`config.mk`:
```
export PLATFORM = sky130hd
export DESIGN_NAME = lpht_ram
export DESIGN_NICKNAME = d
export VERILOG_FILES = /design/src/hw/rtl/lpht_ram.sv
export SDC_FILE = /design/constraint.sdc
export NUM_CORES = 1
export LEC_CHECK = 0
export ABC_CLOCK_PERIOD_IN_PS = 4200
export BUFFER_PORTS_ARGS = -buffer_cell sky130_fd_sc_hd__buf_2
export CORE_UTILIZATION = 64
export DETAILED_ROUTE_END_ITERATION = 12
export PLACE_DENSITY = 0.83
export SETUP_SLACK_MARGIN = 0.1
export SLEW_MARGIN = 20
export SYNTH_ARGS = -nofsm -noshare
export SYNTH_HDL_FRONTEND = slang
export SYNTH_SLANG_ARGS = --single-unit
export TNS_END_PERCENT = 5
```
`constraint.sdc`:
```
create_clock -name clk -period 4.2 [get_ports clk]
set_clock_uncertainty 0.1 [all_clocks]
set_input_delay 0.84 -clock clk [delete_from_list [all_inputs] [get_ports clk]]
set_output_delay 0.84 -clock clk [all_outputs]
set_load 0.05 [all_outputs]
```
`src/hw/rtl/lpht_ram.sv`:
```
// lpht_ram: generic simple dual-port RAM, one write and one registered read port.
// No dependencies.
module lpht_ram #(
  parameter int unsigned WIDTH = 8,
  parameter int unsigned DEPTH = 16
) (
  input  logic                     clk,
  input  logic                     wr_en,
  input  logic [$clog2(DEPTH)-1:0] wr_addr,
  input  logic [WIDTH-1:0]         wr_data,
  input  logic                     rd_en,
  input  logic [$clog2(DEPTH)-1:0] rd_addr,
  output logic [WIDTH-1:0]         rd_data
);

  logic [WIDTH-1:0] mem_r [DEPTH];
  logic [WIDTH-1:0] rd_data_r;

  always_ff @(posedge clk) begin
    if (wr_en) begin
      mem_r[wr_addr] <= wr_data;
    end
    if (rd_en) begin
      rd_data_r <= mem_r[rd_addr];
    end
  end

  assign rd_data = rd_data_r;

endmodule

```
==> metrics.md, run 1 <==
| Metric | Value |
|---|---|
| Area leader, netlist | edfxtp_1 |
| Worst Hold Class | input port to register |
| Port Buffer Count | 26 |
| CTS buffer count | 17 |
| Vias in the first global route | 2597 |
| Core Region | 7807 um^2 |
| CTS tree | done |
| Clk buf depth | 2 |
| Slew headroom | 0.3810 |
| Slew Limit Fails | 0 |
| Crit-path cells | buf_2 > buf_4 > mux4_1 > a22oi_1 > nand2_1 |
| Number of synthesized register bits | roughly 140 |
| Synth-to-layout area growth | 16.40% |
| Outcome | complete, no violations |
| RSZ-0062 raised after global routing | false |
| Final worst slack | 1896 ps |
| Initial core utilization | 0.6696 |
| Peak VDD IR | about 0.36 mV |
| Layout cells sized above 1 | 0.2933 |
| Syn Nets | roughly 250 |
| Tmin final | between 2000 and 2500 ps |
| Critical Path End Type | register |
| Post-layout util | 0.7793 |
| Nature of the critical path startpoint | input port |
| Gate Count Post-Synth | between 200 and 250 |
| Largest cells by area after synthesis | edfxtp_1 (78%), mux4_2 (7.8%), mux4_1 (7.0%) |
| Via count | about 2500 |
| Avg Inst Size Synth | 22.83 um^2 |
| Cell Pwr Density | ~540 nW/um^2 |
| Crit path DAT | approximately 2500 ps |
| Worst-path fanout max | 11 |
| Primary FF master, synth | edfxtp_1 |
| DRT Wirelength | 10.32 mm |
| Critical Path Max Stage Delay | slightly above 600 ps |
| DR WL/cell | around 27 um |
| Post-CTS sizing | 0 |
| First-pass GRT wire length | 15.70 mm |
| Layout Nets | 289 |
| Die Height | 92.38 um |
| Synth cell types | 18 |
| Total number of yosys warnings | 0 |
| Yosys top cell area share | 0.7812 |
| Ports | 27 |
| Area after DPL | 5444 um^2 |
| Clk_lat worst skew | around 500 ps |
| Total inserted antenna cells | 0 |
| Die Wd | between 90 and 100 um |
| Mapped Area | between 5000 and 6000 um^2 |
| Via/cell ratio | between 6 and 7 |
| CTS root buffer | clkbuf_8 |
| Detailed Place HPWL | ~5.7 mm |
| Site Rows | 32 |
| Asr flop ratio synth | 0 |
| WS Path Type | input port to register |
| Post-DRT Antenna Nets | 0 |
| Post-route clock period utilization | 0.5487 |
| Placement Setup Slack | about 1400 ps |
| Maximum clock rate | about 430 MHz |
| EDFF count, synth | between 100 and 150 |
| Total of max-cap violations | 0 |
| Setup Viol. Count Final | 0 |
| Final instance area | a little over 6000 um^2 |
| Post-CTS Setup Inserts | 0 |
| Setup TNS | 0 ps |
| Die area | 8533 um^2 |
| CTS Hold Bufs | 0 |
| Initial antenna violation count | 0 |
| Final Wtd Congestion | between 0.7 and 0.8 |
| Clock tree sinks | 136 |
| DR pass1 iterations | 4 |
| H-tree Lvls | 4 |
| Crit path required time | around 4400 ps |
| GR Util All Layers | 0.2748 |
| 1st-iter DRT viols | 246 |
| Reg clk slew, reported paths | roughly 60 ps |
| Slowest-stage cell, CP | mux4_1 |
| Sequential area share after synthesis | 0.7812 |
| Pleak | 2.044 nW |
| Largest net degree at the start of global routing | 33 |
| Gr ovfl total | 0 |
| Slew at the pin with the worst max-slew slack | between 900 and 1000 ps |
| WHS | about 600 ps |
| Final-report hold violation count | 0 |
| DRC violations left | 0 |
-- per-stage QoR --
| stage | instances | power, mW |
|---|---|---|
| floorplan | 229 | 1.664 |
| global route | 385 | 3.365 |
| detailed placement | 353 | 1.719 |
| finish | 385 | 3.287 |
| CTS | 385 | 3.298 |
| global placement | 353 | 1.713 |
-- kinds of logic (layout without fill, tap and decap cells) --
kind of cell / Yosys count / in the layout / share of synthesized area
flops: 136 / 136 / 0.7812
simple gates: 35 / 35 / 0.03136
mux: 32 / 32 / 0.1479
compound gates: 16 / 16 / 0.02298
buf+inv: 10 / 64 / 0.01651
-- sequential cells by signal, summed over array words and instances, names as in the netlist --
signal,flops
rd_data,8
mem_r,128
-- routing by layer --
metal | global-route usage | vias to the layer above | wire length, um
met5 | 0 | - | 0
met1 | 0.3773 | 1330 | 4161
met4 | 0.1367 | 0 | 280
met2 | 0.4105 | 126 | 5205
li1 | - | 1064 | -
met3 | 0.08128 | 18 | 668
-- worst max-delay path, delay by kind of cell --
| kind | cells | cell delay [ps] |
|---|---|---|
| compound gates | 1 | 290 |
| buf+inv | 2 | 600 |
| mux | 1 | 620 |
| simple gates | 1 | 100 |
-- final cells by class --
class                           count  area [um^2]
Fill cell                         384         1723
Sequential cell                   136         4084
Clock buffer                       17        414.1
Timing Repair Buffer               32        175.2
Multi-Input combinational cell     83         1057
Clock inverter                     15        226.5
Tap cell                          102        127.6
-- cells in the mapped netlist (2+ instances only) --
cell type / count
nor2_1: 13
edfxtp_1: 136
mux4_2: 18
nand2_1: 9
a22oi_1: 16
mux4_1: 14
nor3_1: 4
clkdlybuf4s25_2: 3
buf_2: 3
nand3b_1: 2
nand2b_1: 2
buf_6: 3
-- placed cells by master, fill, tap and decap left out, drive strengths merged --
cell type and n:
nand2b 2, edfxtp 136, nor3 4, clkinvlp 3, clkbuf 17, nor2b 1, clkinv 6, or3b 1
bufinv 5, nand3 1, and2 1, and2b 1, mux4 32, nand2 9, inv 1, nand3b 2
buf 32, a22oi 16, nor2 13
-- where the power goes --
group          switching, mW  internal, mW  leakage (nW)  total [mW]
sequential            0.0107          1.53          1.24        1.54
combinational         0.0998        0.0547         0.504       0.155
clock                  0.566          1.03         0.304        1.59
total                  0.676          2.61          2.04        3.29
-- final timing paths --
| check | cells past startpoint | startpoint | endpoint | slack (ps) |
|---|---|---|---|---|
| worst max-delay path | 5 | rd_addr[0] | rd_data[0] | 1900 |
| worst min-delay path | 1 | rd_en | rd_data[3] | 600 |
| worst max register to register | 3 | mem_r[1][0] | rd_data[0] | 2530 |
| worst min register to register | 3 | mem_r[6][4] | rd_data[4] | 670 |
Power figures use the tool's default switching activity.
==> run 2: changes to the inputs <==
--- a/config.mk
+++ b/config.mk
@@ -5,11 +5,11 @@
 export SDC_FILE = /design/constraint.sdc
 export NUM_CORES = 1
 export LEC_CHECK = 0
-export ABC_CLOCK_PERIOD_IN_PS = 4200
+export ABC_CLOCK_PERIOD_IN_PS = 1970
 export BUFFER_PORTS_ARGS = -buffer_cell sky130_fd_sc_hd__buf_2
-export CORE_UTILIZATION = 64
+export CORE_UTILIZATION = 54
 export DETAILED_ROUTE_END_ITERATION = 12
-export PLACE_DENSITY = 0.83
+export PLACE_DENSITY = 0.74
 export SETUP_SLACK_MARGIN = 0.1
 export SLEW_MARGIN = 20
 export SYNTH_ARGS = -nofsm -noshare
==> constraint.sdc (replaced) <==
create_clock -name clk -period 1.97 [get_ports clk]
set_clock_uncertainty 0.1 [all_clocks]
set_input_delay 0.394 -clock clk [delete_from_list [all_inputs] [get_ports clk]]
set_output_delay 0.394 -clock clk [all_outputs]
set_load 0.05 [all_outputs]
==> metrics.md, run 2 (synthesis gave the netlist of run 1 again) <==
| Metric | Value |
|---|---|
| DR WL/cell | 23.53 um |
| Port Buffer Count | 26 |
| Detailed Place HPWL | 6.222 mm |
| Setup Viol. Count Final | 0 |
| Nature of the critical path startpoint | register |
| Area after DPL | ~5700 um^2 |
| Most flops, register | mem_r |
| DRT Wirelength | 10.09 mm |
| Slew at the pin with the worst max-slew slack | about 420 ps |
| Core Region | 9328 um^2 |
| Critical Path Max Stage Delay | about 370 ps |
| CTS tree | done |
| Final Wtd Congestion | 0.7450 |
| Worst Hold Class | input port to register |
| Internal power | about 5 mW |
| Final-report hold violation count | 0 |
| Largest net degree at the start of global routing | 22 |
| CTS buffer count | 17 |
| DR pass1 iterations | 4 |
| CTS Hold Bufs | 0 |
| 1st-iter DRT viols | ~130 |
| Maximum clock rate | 601.7 MHz |
| Most common cell after layout, fill and taps aside | edfxtp_1 |
| First-pass GRT wire length | ~15 mm |
| Reg clk slew, reported paths | roughly 60 ps |
| Post-CTS Setup Inserts | 0 |
| Die area | about 10000 um^2 |
| Die Wd | 100.4 um |
| Ports | 27 |
| Initial antenna violation count | 0 |
| Most frequent cells in the layout | edfxtp_1 (136), buf_2 (26), buf_4 (19) |
| Final instance area | between 6000 and 7000 um^2 |
| CP Depth | 1 |
| Vias in the first global route | roughly 2600 |
| Clk_lat worst skew | just over 500 ps |
| Via/cell ratio | just under 6 |
| Worst-path fanout max | 1 |
| Peak VDD IR | slightly above 0.5 mV |
| Comb pwr share | 0.055 |
| Post-route clock period utilization | 0.8436 |
| Critical Path End Type | primary output |
| Crit-path cells | buf_2 |
| Slowest-stage cell, CP | edfxtp_1 |
| Initial core utilization | 0.5604 |
| Post-DRT Antenna Nets | 0 |
| Cell Pwr Density | between 1000 and 1500 nW/um^2 |
| GR Util All Layers | 0.2248 |
| Crit path DAT | roughly 1200 ps |
| Final worst slack | between 300 and 400 ps |
| Total of max-cap violations | 0 |
| WS Path Type | register to primary output |
| Die Height | around 100 um |
| Slew headroom | 0.7187 |
| Register-to-Register Path Depth | 3 |
| Total inserted antenna cells | 0 |
| Synth-to-layout area growth | 18.72% |
| Crit path required time | ~1500 ps |
| Layout Nets | 306 |
| WHS | roughly 160 ps |
| Via count | between 2000 and 2500 |
| Sw frac | 0.2195 |
| Hold path depth | 1 |
| CTS root buffer | clkbuf_8 |
| H-tree Lvls | 4 |
| Post-layout util | 0.6653 |
| Layout cells sized above 1 | 0.3300 |
| WP buf/inv | 1 |
| Tmin final | approximately 1700 ps |
| Slew Limit Fails | 0 |
| Clk buf depth | 2 |
| DRC violations left | 0 |
| Clock tree sinks | 136 |
| Gr ovfl total | 0 |
| Reg power frac | 0.505 |
| Pleak | around 2.1 nW |
| Placement Setup Slack | -97.68 ps |
| Clk pwr share | 0.440 |
| Top Family by Delay on Critical Path | flip-flops |
| Site Rows | 35 |
| RSZ-0062 raised after global routing | false |
| Post-CTS sizing | 0 |
| Switching pwr | between 1 and 1.5 mW |
| Largest register FFs | ~130 |
| Outcome | complete, no violations |
run 2: cell types whose count changed in the layout (fill, tap and decap cells not counted):
| cell | before | now |
|---|---|---|
| buf_12 | 0 | 4 |
| buf_4 | 6 | 19 |
| bufinv_16 | 5 | 1 |
| clkinv_1 | 0 | 2 |
| clkinv_2 | 2 | 1 |
| clkinvlp_4 | 3 | 6 |
| nor3_1 | 4 | 3 |
| nor3_2 | 0 | 1 |
run 2: layout make-up:
class                           count  area [um^2]
Sequential cell                   136         4084
Fill cell                         578         3122
Multi-Input combinational cell     83         1062
Clock buffer                       17        414.1
Timing Repair Buffer               49        352.8
Tap cell                          129        161.4
Clock inverter                     15        131.4
run 2: path summary, 6_finish.rpt:
check / start / endpoint / slack, ps
setup / recovery: rd_data[6] / rd_data[6] / 310
hold / removal: rd_en / rd_data[2] / 160
setup reg to reg: mem_r[11][2] / rd_data[2] / 340
hold reg to reg: mem_r[14][4] / rd_data[4] / 660
run 2: stage by stage:
step	setup TNS, ps	std cells	power [mW]
after global placement	-214.8	397	3.685
final	0	429	6.491
after detailed placement	-431.6	397	3.698
after floorplan	0	229	3.548
after global routing	0	429	6.683
after CTS	0	429	6.526
run 2: power by group through the flow:
stage	logic (mW)	clock network (mW)	registers (mW)
finish	0.356	2.86	3.28
CTS	0.360	2.89	3.28
detailed placement	0.357	0	3.34
floorplan	0.165	0	3.38
global placement	0.348	0	3.34
global route	0.382	3.02	3.28
run 2: layer usage:
layer | vias to the layer above | GRT usage | share of wire
met5 | - | 0 | 0
met4 | 0 | 0.1204 | 0.020
met3 | 18 | 0.04039 | 0.065
met2 | 104 | 0.3567 | 0.51
met1 | 1274 | 0.3013 | 0.40
li1 | 1094 | - | -
