<file path="src/hw/rtl/lpht_pkg.sv">
// lpht_pkg: shared types and constants for the linear-probe hash table.
// Used by lpht_seq, the top level and the checker; no dependencies.
package lpht_pkg;

  localparam int unsigned IDX_W      = 6;
  localparam int unsigned CAPACITY   = 1 << IDX_W;
  localparam int unsigned HASH_W     = 64;
  localparam int unsigned VALUE_BITS = 32;
  localparam int unsigned CNT_W      = IDX_W + 1;
  localparam int unsigned LIMIT_W    = 7;

  localparam logic [LIMIT_W-1:0] FILL_LIMIT_RST = LIMIT_W'(48);

  typedef enum logic [1:0] {
    OP_SET = 2'd0,
    OP_GET = 2'd1,
    OP_DEL = 2'd2
  } req_op_t;

  typedef enum logic [1:0] {
    ST_EMPTY = 2'd0,
    ST_TOMB  = 2'd1,
    ST_USED  = 2'd2
  } slot_st_t;

  typedef enum logic [1:0] {
    S_IDLE,
    S_CHK,
    S_ACT
  } seq_state_t;

  typedef struct packed {
    logic [1:0]        req_type;
    logic [HASH_W-1:0] key_hash;
    logic [31:0]       write_value;
  } req_t;

  typedef struct packed {
    logic        hit;
    logic [31:0] read_value;
    logic        status;
  } rsp_t;

  typedef struct packed {
    slot_st_t              st;
    logic [HASH_W-1:0]     hash;
    logic [VALUE_BITS-1:0] value;
  } slot_t;

  localparam int unsigned SLOT_W = $bits(slot_t);

  // table RAM command from the sequencer
  typedef struct packed {
    logic             rd_en;
    logic [IDX_W-1:0] rd_addr;
    logic             wr_en;
    logic [IDX_W-1:0] wr_addr;
    slot_t            wr_data;
  } ram_cmd_t;

endpackage

</file>
<file path="src/hw/rtl/lpht_seq.sv">
// lpht_seq: probe sequencer; walks slots one per cycle, then applies the request.
// Depends on lpht_pkg; drives the table RAM through a lpht_pkg::ram_cmd_t.
module lpht_seq (
  input  logic                          clk,
  input  logic                          rst_n,
  input  logic                          in_valid,
  output logic                          in_ready,
  input  lpht_pkg::req_t                in_req,
  input  logic [lpht_pkg::LIMIT_W-1:0]  fill_limit,
  output logic                          rsp_valid,
  input  logic                          rsp_ready,
  output lpht_pkg::rsp_t                rsp,
  output lpht_pkg::ram_cmd_t            ram_cmd,
  input  lpht_pkg::slot_t               ram_rd_data
);

  lpht_pkg::seq_state_t             state_r, state_nxt;
  lpht_pkg::req_t                   req_r, req_nxt;
  logic [lpht_pkg::IDX_W-1:0]       idx_r, idx_nxt;
  logic [lpht_pkg::IDX_W-1:0]       cnt_r, cnt_nxt;
  logic                             tomb_found_r, tomb_found_nxt;
  logic [lpht_pkg::IDX_W-1:0]       tomb_idx_r, tomb_idx_nxt;
  logic                             sel_ok_r, sel_ok_nxt;
  lpht_pkg::slot_st_t               sel_st_r, sel_st_nxt;
  logic [lpht_pkg::IDX_W-1:0]       sel_idx_r, sel_idx_nxt;
  logic [lpht_pkg::VALUE_BITS-1:0]  sel_value_r, sel_value_nxt;
  logic [lpht_pkg::CAPACITY-1:0]    valid_r, valid_nxt;
  logic [lpht_pkg::CNT_W-1:0]       fill_r, fill_nxt;

  lpht_pkg::slot_st_t               cur_st;
  logic                             match;
  logic                             over_limit;

  // a slot never written reads as empty
  assign cur_st = valid_r[idx_r] ? ram_rd_data.st : lpht_pkg::ST_EMPTY;
  assign match  = (cur_st == lpht_pkg::ST_USED) && (ram_rd_data.hash == req_r.key_hash);
  assign over_limit = ({1'b0, fill_r} + (lpht_pkg::CNT_W + 1)'(1))
                      > (lpht_pkg::CNT_W + 1)'(fill_limit);

  always_ff @(posedge clk) begin
    if (!rst_n) begin
      state_r <= lpht_pkg::S_IDLE;
      valid_r <= '0;
      fill_r  <= '0;
    end else begin
      state_r <= state_nxt;
      valid_r <= valid_nxt;
      fill_r  <= fill_nxt;
    end
  end

  always_ff @(posedge clk) begin
    req_r        <= req_nxt;
    idx_r        <= idx_nxt;
    cnt_r        <= cnt_nxt;
    tomb_found_r <= tomb_found_nxt;
    tomb_idx_r   <= tomb_idx_nxt;
    sel_ok_r     <= sel_ok_nxt;
    sel_st_r     <= sel_st_nxt;
    sel_idx_r    <= sel_idx_nxt;
    sel_value_r  <= sel_value_nxt;
  end

  always_comb begin
    state_nxt      = state_r;
    req_nxt        = req_r;
    idx_nxt        = idx_r;
    cnt_nxt        = cnt_r;
    tomb_found_nxt = tomb_found_r;
    tomb_idx_nxt   = tomb_idx_r;
    sel_ok_nxt     = sel_ok_r;
    sel_st_nxt     = sel_st_r;
    sel_idx_nxt    = sel_idx_r;
    sel_value_nxt  = sel_value_r;
    valid_nxt      = valid_r;
    fill_nxt       = fill_r;
    in_ready       = 1'b0;
    rsp_valid      = 1'b0;
    rsp            = '0;
    ram_cmd        = '0;

    case (state_r)
      lpht_pkg::S_IDLE: begin
        in_ready        = 1'b1;
        ram_cmd.rd_en   = in_valid;
        ram_cmd.rd_addr = in_req.key_hash[lpht_pkg::IDX_W-1:0];
        if (in_valid) begin
          req_nxt        = in_req;
          idx_nxt        = in_req.key_hash[lpht_pkg::IDX_W-1:0];
          cnt_nxt        = '0;
          tomb_found_nxt = 1'b0;
          sel_ok_nxt     = 1'b0;
          sel_st_nxt     = lpht_pkg::ST_EMPTY;
          if (in_req.req_type == lpht_pkg::OP_SET || in_req.req_type == lpht_pkg::OP_GET ||
              in_req.req_type == lpht_pkg::OP_DEL) begin
            state_nxt = lpht_pkg::S_CHK;
          end else begin
            state_nxt = lpht_pkg::S_ACT;
          end
        end
      end

      lpht_pkg::S_CHK: begin
        // prefetch the next slot; discarded if the probe stops here
        ram_cmd.rd_en   = 1'b1;
        ram_cmd.rd_addr = idx_r + lpht_pkg::IDX_W'(1);
        if (match) begin
          sel_ok_nxt    = 1'b1;
          sel_st_nxt    = lpht_pkg::ST_USED;
          sel_idx_nxt   = idx_r;
          sel_value_nxt = ram_rd_data.value;
          state_nxt     = lpht_pkg::S_ACT;
        end else if (cur_st == lpht_pkg::ST_EMPTY) begin
          sel_ok_nxt  = 1'b1;
          sel_st_nxt  = tomb_found_r ? lpht_pkg::ST_TOMB : lpht_pkg::ST_EMPTY;
          sel_idx_nxt = tomb_found_r ? tomb_idx_r : idx_r;
          state_nxt   = lpht_pkg::S_ACT;
        end else if (cnt_r == '1) begin
          // whole table visited: fall back to first tombstone, if any
          sel_ok_nxt  = tomb_found_r || (cur_st == lpht_pkg::ST_TOMB);
          sel_st_nxt  = lpht_pkg::ST_TOMB;
          sel_idx_nxt = tomb_found_r ? tomb_idx_r : idx_r;
          state_nxt   = lpht_pkg::S_ACT;
        end else begin
          if (cur_st == lpht_pkg::ST_TOMB && !tomb_found_r) begin
            tomb_found_nxt = 1'b1;
            tomb_idx_nxt   = idx_r;
          end
          idx_nxt = idx_r + lpht_pkg::IDX_W'(1);
          cnt_nxt = cnt_r + lpht_pkg::IDX_W'(1);
        end
      end

      lpht_pkg::S_ACT: begin
        rsp_valid       = 1'b1;
        ram_cmd.wr_addr = sel_idx_r;
        ram_cmd.wr_data.st    = lpht_pkg::ST_USED;
        ram_cmd.wr_data.hash  = req_r.key_hash;
        ram_cmd.wr_data.value = req_r.write_value[lpht_pkg::VALUE_BITS-1:0];
        case (req_r.req_type)
          lpht_pkg::OP_SET: begin
            if (!sel_ok_r) begin
              rsp.status = 1'b1;
            end else if (sel_st_r == lpht_pkg::ST_USED) begin
              ram_cmd.wr_en = 1'b1;
            end else if (sel_st_r == lpht_pkg::ST_TOMB) begin
              ram_cmd.wr_en = 1'b1;
              rsp.hit       = 1'b1;
            end else if (over_limit) begin
              rsp.status = 1'b1;
            end else begin
              ram_cmd.wr_en = 1'b1;
              rsp.hit       = 1'b1;
            end
          end
          lpht_pkg::OP_GET: begin
            if (sel_ok_r && sel_st_r == lpht_pkg::ST_USED) begin
              rsp.hit        = 1'b1;
              rsp.read_value = 32'(sel_value_r);
            end
          end
          lpht_pkg::OP_DEL: begin
            if (sel_ok_r && sel_st_r == lpht_pkg::ST_USED) begin
              rsp.hit               = 1'b1;
              ram_cmd.wr_en         = 1'b1;
              ram_cmd.wr_data.st    = lpht_pkg::ST_TOMB;
              ram_cmd.wr_data.value = sel_value_r;
            end
          end
          default: begin
          end
        endcase
        if (!rsp_ready) begin
          ram_cmd.wr_en = 1'b0;
        end else begin
          state_nxt = lpht_pkg::S_IDLE;
          if (ram_cmd.wr_en) begin
            valid_nxt[sel_idx_r] = 1'b1;
          end
          if (ram_cmd.wr_en && sel_st_r == lpht_pkg::ST_EMPTY) begin
            fill_nxt = fill_r + lpht_pkg::CNT_W'(1);
          end
        end
      end

      default: begin
        state_nxt = lpht_pkg::S_IDLE;
      end
    endcase
  end

endmodule

</file>
<file path="config.mk">
export PLATFORM = sky130hd
export DESIGN_NAME = lpht_seq
export DESIGN_NICKNAME = d
export VERILOG_FILES = /design/src/hw/rtl/lpht_pkg.sv /design/src/hw/rtl/lpht_seq.sv
export SDC_FILE = /design/constraint.sdc
export NUM_CORES = 1
export LEC_CHECK = 0
export ABC_AREA = 1
export CAP_MARGIN = 20
export CORE_AREA = 2 2 177 197
export CTS_CLUSTER_SIZE = 28
export DETAILED_ROUTE_END_ITERATION = 12
export DIE_AREA = 0 0 179 199
export DONT_BUFFER_PORTS = 1
export PLACE_DENSITY = 0.55
export RECOVER_POWER = 100
export SKIP_CTS_REPAIR_TIMING = 1
export SYNTH_ARGS = -nofsm -noshare
export SYNTH_HDL_FRONTEND = slang
export SYNTH_SLANG_ARGS = --single-unit
</file>
<file path="constraint.sdc">
create_clock -name clk -period 7.2 [get_ports clk]
set_input_delay 0.72 -clock clk [delete_from_list [all_inputs] [get_ports clk]]
set_output_delay 0.72 -clock clk [all_outputs]
set_load 0.02 [all_outputs]
</file>
==> qor.yml <==
run_status:
  status: "finished with violations"
  violations: "capacitance limit, slew limit"
yosys:
  synth-seq-area-share_pct: 53.4
  yosysWarnings: 0
  avgSynthCellArea_um2: 8.27
  netlist_area_um2: 11600
  ys_types: 37
  synth_top_cell_by_area: "edfxtp_1"
  yosys_register_bits: 231
  synth_top_area_share_pct: 40.8
  synth.area.top_cells: "edfxtp_1 41%, dfxtp_1 13%, nor2_1 7.5%"
  synth_fp_nets: 1621
  synthCells: 1404
place:
  dp_hpwl_mm: 26.5
  placed_cell_area_um2: 12000
  finalWeightedCongestion: 0.876
  port_buffers: 0
clock_network:
  tritoncts: "built"
  htree_levels: 1
  cts_buffers: 26
  clock_latency_ns: 0.54
  clkTransAtPathRegs_ns: 0.06
  cts_buffer_depth: 3
  cts_sinks: 231
  clockRootBuffer: "clkbuf_16"
route:
  drc: 0
  ant_nets: 0
  dr.first_iter.drc_count: 598
  via_per_inst: 4.99
  vias: 9185
  wl_per_cell_um: 19.4
  wirelength_mm: 35.7
  first_pass_iters: 5
layout:
  fin_nets: 1600
  drive_above_1_share_pct: 7.49
  fill_cells: 3408
  syn2layout_area_growth_pct: 9.84
  postLayoutCellArea_um2: 12800
critical_path:
  crit_path_start: "state_r[1]"
  worstPathCellList: "inv_1 -> nor2_1 -> clkinvlp_2 -> clkbuf_2 -> a21oi_1"
  critPathTopFamily: "buffers and inverters"
  cp-start-kind: "flip-flop"
  cp_data_arrival_time_ns: 4.52
  crit_path_end_kind: "output port"
  required_ns: 6.48
  slowest_delay_ns: 1.15
  crit_type: "reg2out"
  cp_num_buf_inv: 3
  cp_slowest_cell: "clkbuf_2"
  regToRegStartpoint: "state_r[1]"
  critPathMaxFanout: 98
floorplanning:
  ioPinCount: 355
  fp.coreArea_um2: 33700
  num_rows: 71
  die-area_um2: 35600
  initial_core_util_pct: 34.5
  die_w_um: 179
  die_h_um: 199
global_routing:
  grt.total_usage_pct: 19.7
  grt_pass1_vias: 8897
  grt_max_degree: 99
  antenna_found_initial: 4
  grt-ovfl-total: 0
  grt_pass1_wl_mm: 53.0
pwr:
  power_density_nw_per_um2: 306
  p_leak_nw: 4.70
  vdd_drop_max_uv: 217
sta:
  slew_headroom_pct: -82.8
  rsz0062_at_grt: "false"
  worst_pin_slew_ns: 2.74
  whs_ns: 0.274
  finalSetupTns_ns: 0
  hold_viol_final: 0
  min_period_over_period_pct: 72.8
  min_period_ns: 5.24
  clock_skew_ns: 0.0252
  fmax_mhz: 191
  slew_viol_final: 300
  setup_viol: 0
flow_run:
  cap_violations: 5
min_path:
  hold_class: "in2reg"
  min-delay-start: "in_req[31]"
==> worst register-to-register path, stage by stage, from the launching register on <==
cell and delay (ns):
dfxtp_1 0.35, nor2_1 0.44, inv_1 0.31, nor2_1 1.71, clkbuf_2 1.54
==> path summary, 6_finish.rpt <==
kind | to | cells past startpoint | slack, ns
worst min register to register | valid_r[4] | 2 | 0.45
worst max register to register | req_r[85] | 4 | 2.33
worst max-delay path | ram_cmd[3] | 5 | 1.96
worst min-delay path | req_r[31] | 0 | 0.27
==> per-layer routing <==
layer | routed length [um] | part of all wire [%] | up-vias | global-route usage (%)
li1 | - | - | 4521 | -
met1 | 14400 | 40 | 4270 | 23.5
met2 | 16600 | 46 | 336 | 31.9
met3 | 3490 | 9.8 | 56 | 7.66
met4 | 1250 | 3.5 | 2 | 7.23
met5 | 11 | 0.031 | - | 0
==> Yosys cell counts (all sizes together) <==
cell      n
xnor2    20
buf      28
xor2      7
a21boi    2
dfxtp    73
o31ai     1
a21oi   129
edfxtp  158
nand3   170
nor3b     1
nand4    19
nor3      8
nand2   228
ha       10
clkbuf   32
or2      42
o211ai    1
clkinv    1
nor2    238
o21ai    38
inv     197
nor4      1
==> where the power goes <==
group | total (W) | switching (W) | internal, W
sequential | 0.00168 | 0.0000876 | 0.00159
combinational | 0.000874 | 0.000699 | 0.000174
clock | 0.00136 | 0.000534 | 0.000825
total | 0.00391 | 0.00132 | 0.00259
==> cells in the final DEF (no fill, tap or decap), types with 7 or more instances in the layout <==
cell type  count
nor2_1       233
nand2_1      228
inv_1        192
nand3_1      169
edfxtp_1     158
a21oi_1      124
dfxtp_1       73
or2_2         42
o21ai_0       35
clkbuf_16     27
xnor2_1       20
nand4_1       19
ha_1          10
clkbuf_1       9
nor3_1         8
xor2_1         7
==> through the flow <==
step	worst slack [ns]	utilization, %	power [W]	cells
after floorplan	1.66	-	0.00239	1404
after global placement	3.45	35.5	0.00258	1793
after detailed placement	3.43	35.5	0.00259	1793
after CTS	2.85	38.1	0.00396	1840
after global routing	1.62	37.9	0.00409	1840
final	1.96	37.9	0.00391	1841
==> cells by family (layout without fill, tap and decap cells) <==
kind of cell	after synthesis	after routing	share of synthesized area, %
AOI/OAI and AO/OA	171	171	7.58
xor gates and xnor gates	27	27	2.04
adders and majority gates	10	10	1.08
buffers and inverters	258	256	9.14
DFF	231	231	53.4
other	0	1	0
and+or+nand+nor	707	707	26.7
==> final cells by class <==
cell class	instances	area [um2]	share of cell area, %
multi-input combinational	915	4320	33.9
antenna	1	2.50	0.0196
sequential	231	6210	48.6
timing repair buffer	11	62.6	0.490
inverter	198	747	5.85
clock inverter	15	178	1.39
clock buffer	32	694	5.44
tap	438	548	4.29
==> sequential cells by signal (all words and copies together) (netlist names) <==
register and cells:
sel_idx_r 6, idx_r 6, sel_st_r 2, req_r 98, tomb_found_r 1, cnt_r 6
sel_ok_r 1, sel_value_r 32, fill_r 7, state_r 2, tomb_idx_r 6, valid_r 64
Power figures use the tool's default switching activity.
